<file path="config.mk">
export PLATFORM = sky130hd
export DESIGN_NAME = smdm_mac
export DESIGN_NICKNAME = d
export VERILOG_FILES = /design/src/hdl/smdm_pkg.sv /design/src/hdl/smdm_mac.sv
export SDC_FILE = /design/constraint.sdc
export NUM_CORES = 1
export LEC_CHECK = 0
export BUFFER_PORTS_ARGS = -buffer_cell sky130_fd_sc_hd__buf_2
export CORE_AREA = 2 2 128 223
export DETAILED_ROUTE_END_ITERATION = 6
export DIE_AREA = 0 0 130 225
export PLACE_DENSITY_LB_ADDON = 0.25
export SLEW_MARGIN = 25
export SYNTH_ARGS = -nofsm -noshare
export SYNTH_HDL_FRONTEND = slang
export SYNTH_SLANG_ARGS = --single-unit
</file>
<file path="constraint.sdc">
create_clock -name i_clk -period 9.15 [get_ports i_clk]
set_clock_uncertainty 0.05 [all_clocks]
set_input_delay 0.4575 -clock i_clk [delete_from_list [all_inputs] [get_ports i_clk]]
set_output_delay 0.4575 -clock i_clk [all_outputs]
set_load 0.03 [all_outputs]
</file>
<file path="src/hdl/smdm_pkg.sv">
`default_nettype none
// ----------------------------------------------------------------------------
// Stereo multitap delay mixer package
// Shared widths, register indexes and control types of the delay mixer.
// ----------------------------------------------------------------------------
package smdm_pkg;

    // The ring depth must be a power of two so that pointer arithmetic wraps.
    localparam int DELAY_DEPTH = 65536;
    localparam int NUM_TAPS    = 4;
    localparam int TAP_REGS    = 4;

    localparam int ADDR_W    = $clog2(DELAY_DEPTH);
    localparam int SMP_W     = 16;
    localparam int WORD_W    = 2 * SMP_W;
    localparam int DLY_W     = 16;
    localparam int GAIN_W    = 16;
    localparam int MIX_W     = 16;
    localparam int TAP_W     = DLY_W + 2 * GAIN_W;
    localparam int CFG_IDX_W = 3;
    localparam int CFG_DAT_W = TAP_W;
    localparam int TAP_IDX_W = $clog2(TAP_REGS);
    localparam int STEP_W    = $clog2(NUM_TAPS + 2);

    localparam int OPD_W  = SMP_W + 1;
    localparam int PROD_W = 2 * OPD_W;
    localparam int ACC_W  = PROD_W + $clog2(NUM_TAPS) + 1;
    localparam int FRAC_W = 15;

    localparam logic [OPD_W-1:0] UNITY_Q15 = OPD_W'(32768);

    localparam logic [CFG_IDX_W-1:0] CFG_TAP_ZERO  = CFG_IDX_W'(0);
    localparam logic [CFG_IDX_W-1:0] CFG_TAP_ONE   = CFG_IDX_W'(1);
    localparam logic [CFG_IDX_W-1:0] CFG_TAP_TWO   = CFG_IDX_W'(2);
    localparam logic [CFG_IDX_W-1:0] CFG_TAP_THREE = CFG_IDX_W'(3);
    localparam logic [CFG_IDX_W-1:0] CFG_WET_MIX   = CFG_IDX_W'(4);

    typedef enum logic [1:0] {
        ACC_HOLD,
        ACC_LOAD,
        ACC_ADD
    } t_acc_op;

    typedef struct packed {
        logic    mul_en;
        t_acc_op acc_op;
    } t_mac_ctrl;

    typedef struct packed {
        logic              wr_en;
        logic [ADDR_W-1:0] wr_addr;
        logic [WORD_W-1:0] wr_data;
        logic              rd_en;
        logic [ADDR_W-1:0] rd_addr;
    } t_ring_req;

endpackage
`default_nettype wire

</file>
<file path="src/hdl/smdm_mac.sv">
`default_nettype none
// ----------------------------------------------------------------------------
// Multiply-accumulate lane
// One registered signed multiply feeding an accumulator, with Q15 rounding
// and 16-bit saturation of the accumulated value.
// ----------------------------------------------------------------------------
module smdm_mac import smdm_pkg::*; (
    input  wire logic                     i_clk,
    input  wire t_mac_ctrl                i_ctrl,
    input  wire logic signed [OPD_W-1:0]  i_a,
    input  wire logic signed [OPD_W-1:0]  i_b,
    input  wire logic signed [ACC_W-1:0]  i_base,
    output logic      signed [SMP_W-1:0]  o_sat
);

    localparam int Q_W = ACC_W - FRAC_W;
    localparam logic signed [Q_W-1:0] SAT_MAX = Q_W'(32767);
    localparam logic signed [Q_W-1:0] SAT_MIN = -Q_W'(32768);

    logic signed [PROD_W-1:0] r_prod;
    logic signed [ACC_W-1:0]  r_acc;
    logic signed [ACC_W-1:0]  w_rnd;
    logic signed [Q_W-1:0]    w_q;

    always_ff @(posedge i_clk) begin
        if (i_ctrl.mul_en) begin
            r_prod <= i_a * i_b;
        end
        case (i_ctrl.acc_op)
            ACC_LOAD: r_acc <= i_base + ACC_W'(r_prod);
            ACC_ADD:  r_acc <= r_acc + ACC_W'(r_prod);
            default:  r_acc <= r_acc;
        endcase
    end

    always_comb begin
        w_rnd = r_acc + ACC_W'(16384);
        w_q   = w_rnd[ACC_W-1:FRAC_W];
        if (w_q > SAT_MAX) begin
            o_sat = SAT_MAX[SMP_W-1:0];
        end else if (w_q < SAT_MIN) begin
            o_sat = SAT_MIN[SMP_W-1:0];
        end else begin
            o_sat = w_q[SMP_W-1:0];
        end
    end

endmodule
`default_nettype wire
</file>
## Yosys cells after proc, flatten, opt, wreduce, memory -nomap -nowiden

Index checks and enable logic that the tools add are counted.

| storage, ports and cells | value |
|---|---|
| register bits after elaboration | 71 |
| output and inout port bits | 16 |
| RAM bits | 0 |
| bits of input ports | 75 |
| memory bits (read-only) | 0 |
| word-level logic and storage cells | 14 |
| memories | 0 |
| latch bits | 0 |

| cells by class | value |
|---|---|
| mux-type cells | 3 |
| shifts and indexed selects | 0 |
| div/mod/pow operators | 0 |
| equality and inequality tests | 2 |
| add/subtract/negate cells | 3 |
| order comparisons | 2 |
| bitwise logic cells | 0 |
| $mul | 1 |
| reductions and logical operators | 1 |

Operators with widths:

| cell | count |
|---|---|
| $add 37x34->37 | 2 |
| $pmux 37 s2 | 1 |
| $add 37x16->37 const B | 1 |
| $mul 17x17->34 | 1 |
| $mux 16 | 2 |
| $gt 22x16->1 const B | 1 |
| $lt 22x16->1 const B | 1 |
| $eq 2x1->1 const B | 1 |
| $eq 2x2->1 const B | 1 |
| $reduce_bool 2->1 | 1 |

## Depth between registers and ports, before layout

Gate-level depths: netlist of the first run.

| logic depth | value |
|---|---|
| depth in word-level cells | 4 |
| mapped depth | 24 |
| depth with buffers taken out | 23 |

## Worst setup path before layout of the first run

OpenSTA, ideal clock, no wires.

| path | value |
|---|---|
| kind | input port to flip-flop |
| from | input port i_a[16] |
| to | register r_prod[32], data pin |
| path buffers | 1 |
| stages | 19 |
| library setup time | 263 ps |
| arrival | 6,266 ps |
| required time | 8,837 ps |
| setup slack | 2,571 ps |
| cell sequence | clkbuf_1 > nand2_1 > inv_1 > fa_1 > fa_1 > fa_1 > fa_1 > fa_1 > inv_1 > fa_1 > inv_1 > ha_1 > a21o_1 > or4_1 > o211ai_2 > a21oi_1 > o31a_1 > o41ai_2 > xnor2_1 |

| between the ends | value |
|---|---|
| word-level cells in the longest chain between the ends | 1 |

Ends and longest elaborated chain:

| what | line | source |
|---|---|---|
| start, declared | smdm_mac.sv:10 | `input wire logic signed [OPD_W-1:0] i_a,` |
| $mul 17x17->34 | smdm_mac.sv:27 | `r_prod <= i_a * i_b;` |
| end signal, assigned | smdm_mac.sv:27 |  |
| end, declared | smdm_mac.sv:20 | `logic signed [PROD_W-1:0] r_prod;` |

No other way between the ends.
A chain may end at the register's enable or synchronous reset.

## Worst setup path in the final report of the first run

| path | value |
|---|---|
| from | input port i_b[2] |
| to | register r_prod[32], data pin |

| between the ends | value |
|---|---|
| word-level cells in the longest chain between the ends | 1 |

Ends and longest elaborated chain:

| what | line | source |
|---|---|---|
| start, declared | smdm_mac.sv:11 | `input wire logic signed [OPD_W-1:0] i_b,` |
| $mul 17x17->34 | smdm_mac.sv:27 |  |

No other way between the ends.

==> metrics.md, run 1 <==
| Metric | Value |
|---|---|
| Layout area overhead | `6.65%` |
| Initial DRC Count | `541` |
| Core ar. | `27300 um2` |
| Origin of the worst setup path | `i_b[2]` |
| Post-synth EDFFs | `71` |
| Initial antenna violation count | `0` |
| CP Max Fanout | `17` |
| DR pass1 iterations | `6` |
| Largest area contributor in the netlist | `fa_1` |
| Top Metal Used | `met4` |
| Maxcap violations | `0` |
| Post-synth ARST share | `0%` |
| Worst Setup End Kind | `flip-flop` |
| Synth warn | `0` |
| Setup TNS | `0 ns` |
| HP Class | `reg2reg` |
| Drt wl/cell | `18.0 um` |
| Inserted Diodes | `0` |
| Slowest cell on the critical path | `fa_1` |
| # fillers | `2388` |
| Number of synthesized register bits | `71` |
| Slew HR | `42.1%` |
| DR vias/cell | `5.52` |
| Post-synthesis cell area | `15700 um2` |
| Sequential cell area | `2130 um2` |
| Die extent in y | `225 um` |
| Yosys cell types | `63` |
| Clock Tree Buf Depth | `2` |
| Largest net degree at the start of global routing | `38` |
| Nets | `2176` |
| Num CTS Buffers | `9` |
| I/O pin count | `91` |
| Chip width | `130 um` |
| Worst Path Arrival | `6.71 ns` |
| Setup violations, final | `0` |
| WL met1 | `13.1 mm` |
| Post-CTS Setup Bufs | `0` |
| Routability cong. | `0.929` |
| Critical Path RT | `9.19 ns` |
| Unrepaired setup endpoints after global routing | `false` |
| Count leader, synth | `inv_1` |
| Final WL | `37.1 mm` |
| Overall Global Routing Usage | `27.6%` |
| Most frequent CP cell | `fa_1` |
| Crit path buffers/inverters | `4` |
| Status | `finished clean` |
| Via count | `11300` |
| Syn nets | `2119` |
| First-pass GRT wire length | `61.9 mm` |
| Vias in the first global route | `12500` |
| CTS tree | `yes` |
| Ys flop type | `edfxtp_1` |
| Total gr overflow | `0` |
| HPWL reported at the end of detailed placement | `31.0 mm` |
| R2r startpoint | `r_acc[0]` |
| Commonest cells in the netlist | `326 x inv_1, 297 x fa_1, 158 x nand2_1` |
| Critical path launch point type | `primary input` |
| Clk sinks | `71` |
| Avg Inst Size Synth | `9.69 um2` |
| Final Max Tran Viols | `0` |
| Synth area leaders | `fa_1 38%, edfxtp_1 14%, ha_1 9.8%` |
| Synth Instances | `1624` |
| Seq/Total Area, Yosys | `13.6%` |
| Max frequency | `0.150 GHz` |
| Hold path start | `r_prod[0]` |
| Resized Gates After CTS | `0` |
| Initial Util | `57.6%` |
| CP delay by family, top | `adder cells` |
| Min Tclk post-route | `6.68 ns` |
| # port buffers | `90` |
| Routed Antenna Nets | `0` |
| # DRC | `0` |
| Hold Vio Cnt, Final | `0` |
| Crit path kind | `in2reg` |
| H-tree Lvls | `3` |
| Clock root cell | `clkbuf_16` |
| Layout cell share with drive strength beyond 1 | `9.43%` |
| WL met3 | `1.06 mm` |
| Worst-path clk slew | `0.06 ns` |
| Multi-input gate area | `12200 um2` |
| Worst-path cell chain | `buf_2, nand2_1, inv_1, fa_1, fa_1, fa_1, fa_1, fa_1, inv_1, fa_1, inv_1, ha_1, a21o_1, or4_1, o211ai_2, a21oi_1, o31a_1, o41ai_2, xnor2_1` |
| Met2 wire len | `20.2 mm` |
| Slowest stage delay, CP | `0.95 ns` |
| Rows | `80` |
| Cts hold-fix bufs | `0` |
| Slew at the pin closest to its max-slew limit | `0.868 ns` |
| Final period util | `73.0%` |
| Synth top area share | `37.8%` |
| Die area | `29300 um2` |
| Clk_lat worst skew | `0.34 ns` |
[metal layers]
metal | GRT usage [%] | vias to the layer above
li1 | - | 5236
met1 | 29.4 | 5682
met2 | 51.7 | 296
met3 | 2.11 | 125
met4 | 17.2 | 0
met5 | 0 | -
[area by class of cell]
type | instances | area share (%)
clock inverters | 5 | 0.433
clock buffers | 11 | 1.39
well taps | 369 | 2.75
multi-input cells | 1182 | 72.7
flip-flops and latches | 71 | 12.7
repair buffers | 91 | 2.73
inverters | 326 | 7.29
[final timing paths]
kind | to | slack (ns) | cells past startpoint
max reg2reg | r_acc[36] | 5.54 | 12
min reg2reg | r_acc[0] | 0.50 | 1
min | r_acc[0] | 0.50 | 1
max | r_prod[32] | 2.47 | 19
[sequential cells by signal, summed over array words and instances, names as in the netlist]
signal / count
r_prod: 34
r_acc: 37
[cell families after synthesis]
kind of cell | synth area share (%)
XOR/XNOR | 4.57
AO/OA/AOI/OAI | 8.91
buffers and inverters | 8.93
flip-flops | 13.6
multiplexers | 2.70
AND/OR/NAND/NOR | 13.7
adder cells (fa/ha/maj) | 47.6
[cell usage in the layout, fill, tap and decap left out, types with 43 or more instances in the layout]
cell type  count
inv_1        326
fa_1         297
nand2_1      158
and2_1       146
ha_1         122
buf_2         90
edfxtp_1      71
a21oi_1       62
xnor2_1       57
o21ai_0       43
[metrics by stage]
| step | hold WS (ns) | std cells | instance area, um2 | worst slack (ns) | utilization [%] |
|---|---|---|---|---|---|
| final | 0.500 | 2055 | 16800 | 2.47 | 61.4 |
| after global routing | 0.513 | 2055 | 16800 | 2.24 | 61.4 |
| after CTS | 0.497 | 2055 | 16800 | 2.46 | 61.4 |
| after detailed placement | 0.491 | 2039 | 16500 | 2.10 | 60.3 |
| after global placement | 0.483 | 2039 | 16500 | 2.22 | 60.3 |
| after floorplan | 0.476 | 1624 | 15700 | 2.57 | - |
Power of run 1 is left out: the tool's default activity adds up to more than one toggle a clock period on the data nets, which glitch-free logic cannot reach.
==> run 2, diff against run 1 <==
--- a/config.mk
+++ b/config.mk
@@ -5,10 +5,11 @@
 export SDC_FILE = /design/constraint.sdc
 export NUM_CORES = 1
 export LEC_CHECK = 0
+export ABC_AREA = 1
 export BUFFER_PORTS_ARGS = -buffer_cell sky130_fd_sc_hd__buf_2
-export CORE_AREA = 2 2 128 223
+export CORE_AREA = 2 2 134 234
 export DETAILED_ROUTE_END_ITERATION = 6
-export DIE_AREA = 0 0 130 225
+export DIE_AREA = 0 0 136 236
 export PLACE_DENSITY_LB_ADDON = 0.25
 export SLEW_MARGIN = 25
 export SYNTH_ARGS = -nofsm -noshare
==> constraint.sdc (replaced) <==
create_clock -name i_clk -period 6.7 [get_ports i_clk]
set_clock_uncertainty 0.05 [all_clocks]
set_input_delay 0.335 -clock i_clk [delete_from_list [all_inputs] [get_ports i_clk]]
set_output_delay 0.335 -clock i_clk [all_outputs]
set_load 0.03 [all_outputs]
==> run 2 against run 1 <==
Against the previous run: die area increased by 9.7%; register-to-register slack got worse by 2.3 ns; highest routed layer unchanged; area after synthesis increased by 10%; critical path type unchanged.
==> metrics.md, run 2 <==
| Metric | Value |
|---|---|
| Status | `finished clean` |
| Layout cell share with drive strength beyond 1 | `7.20%` |
| Avg Inst Size Synth | `7.68 um2` |
| Clk sinks | `71` |
| Clock root cell | `clkbuf_16` |
| Slew HR | `38.0%` |
| Gr busiest metal | `met2` |
| Largest area contributor in the netlist | `fa_1` |
| Commonest cells in the netlist | `592 x inv_1, 536 x nand2_1, 297 x fa_1` |
| Clock Tree Buf Depth | `2` |
| Worst Path Arrival | `6.51 ns` |
| H-tree Lvls | `3` |
| Hold Vio Cnt, Final | `0` |
| Count leader, synth | `inv_1` |
| Total gr overflow | `0` |
| Routed Antenna Nets | `0` |
| Core ar. | `30400 um2` |
| GR Util met3 | `3.61%` |
| # fillers | `2869` |
| Vias in the first global route | `16000` |
| Initial Util | `56.9%` |
| Max frequency | `0.155 GHz` |
| Synth area leaders | `fa_1 34%, inv_1 13%, edfxtp_1 12%` |
| Post-synth EDFFs | `71` |
| Clk_lat worst skew | `0.36 ns` |
| Maxcap violations | `0` |
| Number of synthesized register bits | `71` |
| Cts hold-fix bufs | `0` |
| Syn nets | `2747` |
| GR Util met1 | `32.3%` |
| Initial antenna violation count | `2` |
| Ys flop type | `edfxtp_1` |
| Post-CTS Setup Bufs | `0` |
| Routability cong. | `1.02` |
| Layout area overhead | `6.46%` |
| Worst Setup End Kind | `flip-flop` |
| HPWL reported at the end of detailed placement | `46.3 mm` |
| Seq/Total Area, Yosys | `12.3%` |
| Largest registers | `r_acc: 37 flops, r_prod: 34 flops` |
| CTS tree | `yes` |
| Rows | `85` |
| Commonest non-fill, non-tap cell in the layout | `inv_1` |
| Most frequent cells in the layout | `592 x inv_1, 536 x nand2_1, 297 x fa_1, 163 x nor2_1, 122 x ha_1` |
| Nets | `2795` |
| Overall Global Routing Usage | `34.9%` |
| Via count | `14500` |
| Num CTS Buffers | `9` |
| Critical Path RT | `6.76 ns` |
| First-pass GRT wire length | `83.4 mm` |
| Unrepaired setup endpoints after global routing | `false` |
| Critical path launch point type | `primary input` |
| Drt wl/cell | `19.7 um` |
| Setup violations, final | `0` |
| HP Class | `in2reg` |
| GR Util met2 | `67.0%` |
| Initial DRC Count | `672` |
| Synth top area share | `34.4%` |
| Yosys cell types | `35` |
| Chip width | `136 um` |
| Largest net degree at the start of global routing | `39` |
| Slew at the pin closest to its max-slew limit | `0.925 ns` |
| DR vias/cell | `5.37` |
| Synth warn | `0` |
| # port buffers | `90` |
| Die area | `32100 um2` |
| Final Max Tran Viols | `0` |
| Resized Gates After CTS | `0` |
| Die extent in y | `236 um` |
| # DRC | `0` |
| Max reg flops | `37` |
| Crit path kind | `in2reg` |
| DR pass1 iterations | `5` |
| I/O pin count | `91` |
| Synth Instances | `2252` |
| CP Max Fanout | `17` |
| Worst-path clk slew | `0.06 ns` |
| Min Tclk post-route | `6.46 ns` |
| Final period util | `96.3%` |
| Final WL | `53.1 mm` |
| Most flops, register | `r_acc` |
| Setup TNS | `0 ns` |
| Post-synth ARST share | `0%` |
| Post-synthesis cell area | `17300 um2` |
## run 2: through the flow
stage	utilization [%]	hold WS (ns)	cells	setup slack, ns	cell area (um2)
floorplan	-	0.397	2252	0.792	17300
global placement	59.5	0.482	2680	0.0297	18100
detailed placement	59.5	0.522	2680	0.0292	18100
CTS	60.5	0.355	2696	0.402	18400
global route	60.5	0.373	2697	0.110	18400
finish	60.5	0.356	2698	0.245	18400
## run 2: cells by family (layout without fill, tap and decap cells)
family / after synthesis / count (layout) / synth area share [%]
AOI/OAI and AO/OA: 190 / 190 / 6.08
xor gates and xnor gates: 74 / 74 / 3.75
adders and majority gates: 420 / 420 / 43.3
buffers and inverters: 668 / 721 / 14.6
DFF: 71 / 71 / 12.3
muxes: 20 / 20 / 1.30
other: 0 / 2 / 0
and+or+nand+nor: 809 / 809 / 18.7
## run 2: worst max-delay path: stages
cell and delay (ns):
buf_2 0.34, nand2_1 0.17, inv_1 0.15, fa_1 0.54, fa_1 0.74, fa_1 0.49, fa_1 0.52, fa_1 0.55
inv_1 0.05, fa_1 0.52, inv_1 0.04, ha_1 0.36, nand2_1 0.13, nor2_1 0.15, inv_1 0.11, nor3_1 0.55
o21ai_0 0.47, nand4_1 0.22, nand2_1 0.07
## run 2: layer usage
layer	up-vias	wire length, um
met3	186	1930
met5	-	0
met4	0	5070
met2	463	29300
li1	6776	-
met1	7069	16900
## run 2: final timing paths
check | endpoint | startpoint | slack (ns) | depth (start not counted)
max | r_prod[29] | i_b[2] | 0.24 | 19
min | r_acc[0] | i_base[0] | 0.36 | 3
max reg2reg | r_acc[29] | r_acc[28] | 3.29 | 10
min reg2reg | r_acc[0] | r_prod[0] | 0.52 | 1
## run 2: final cells by class
cell class	count	area, um2	share of cell area, %
well taps	391	489	2.66
repair buffers	112	616	3.34
multi-input cells	1513	12600	68.7
diodes	2	5.00	0.0272
clock inverters	7	80.1	0.435
clock buffers	9	225	1.22
flip-flops and latches	71	2130	11.6
inverters	593	2230	12.1
Power of run 2 is left out for the same reason.
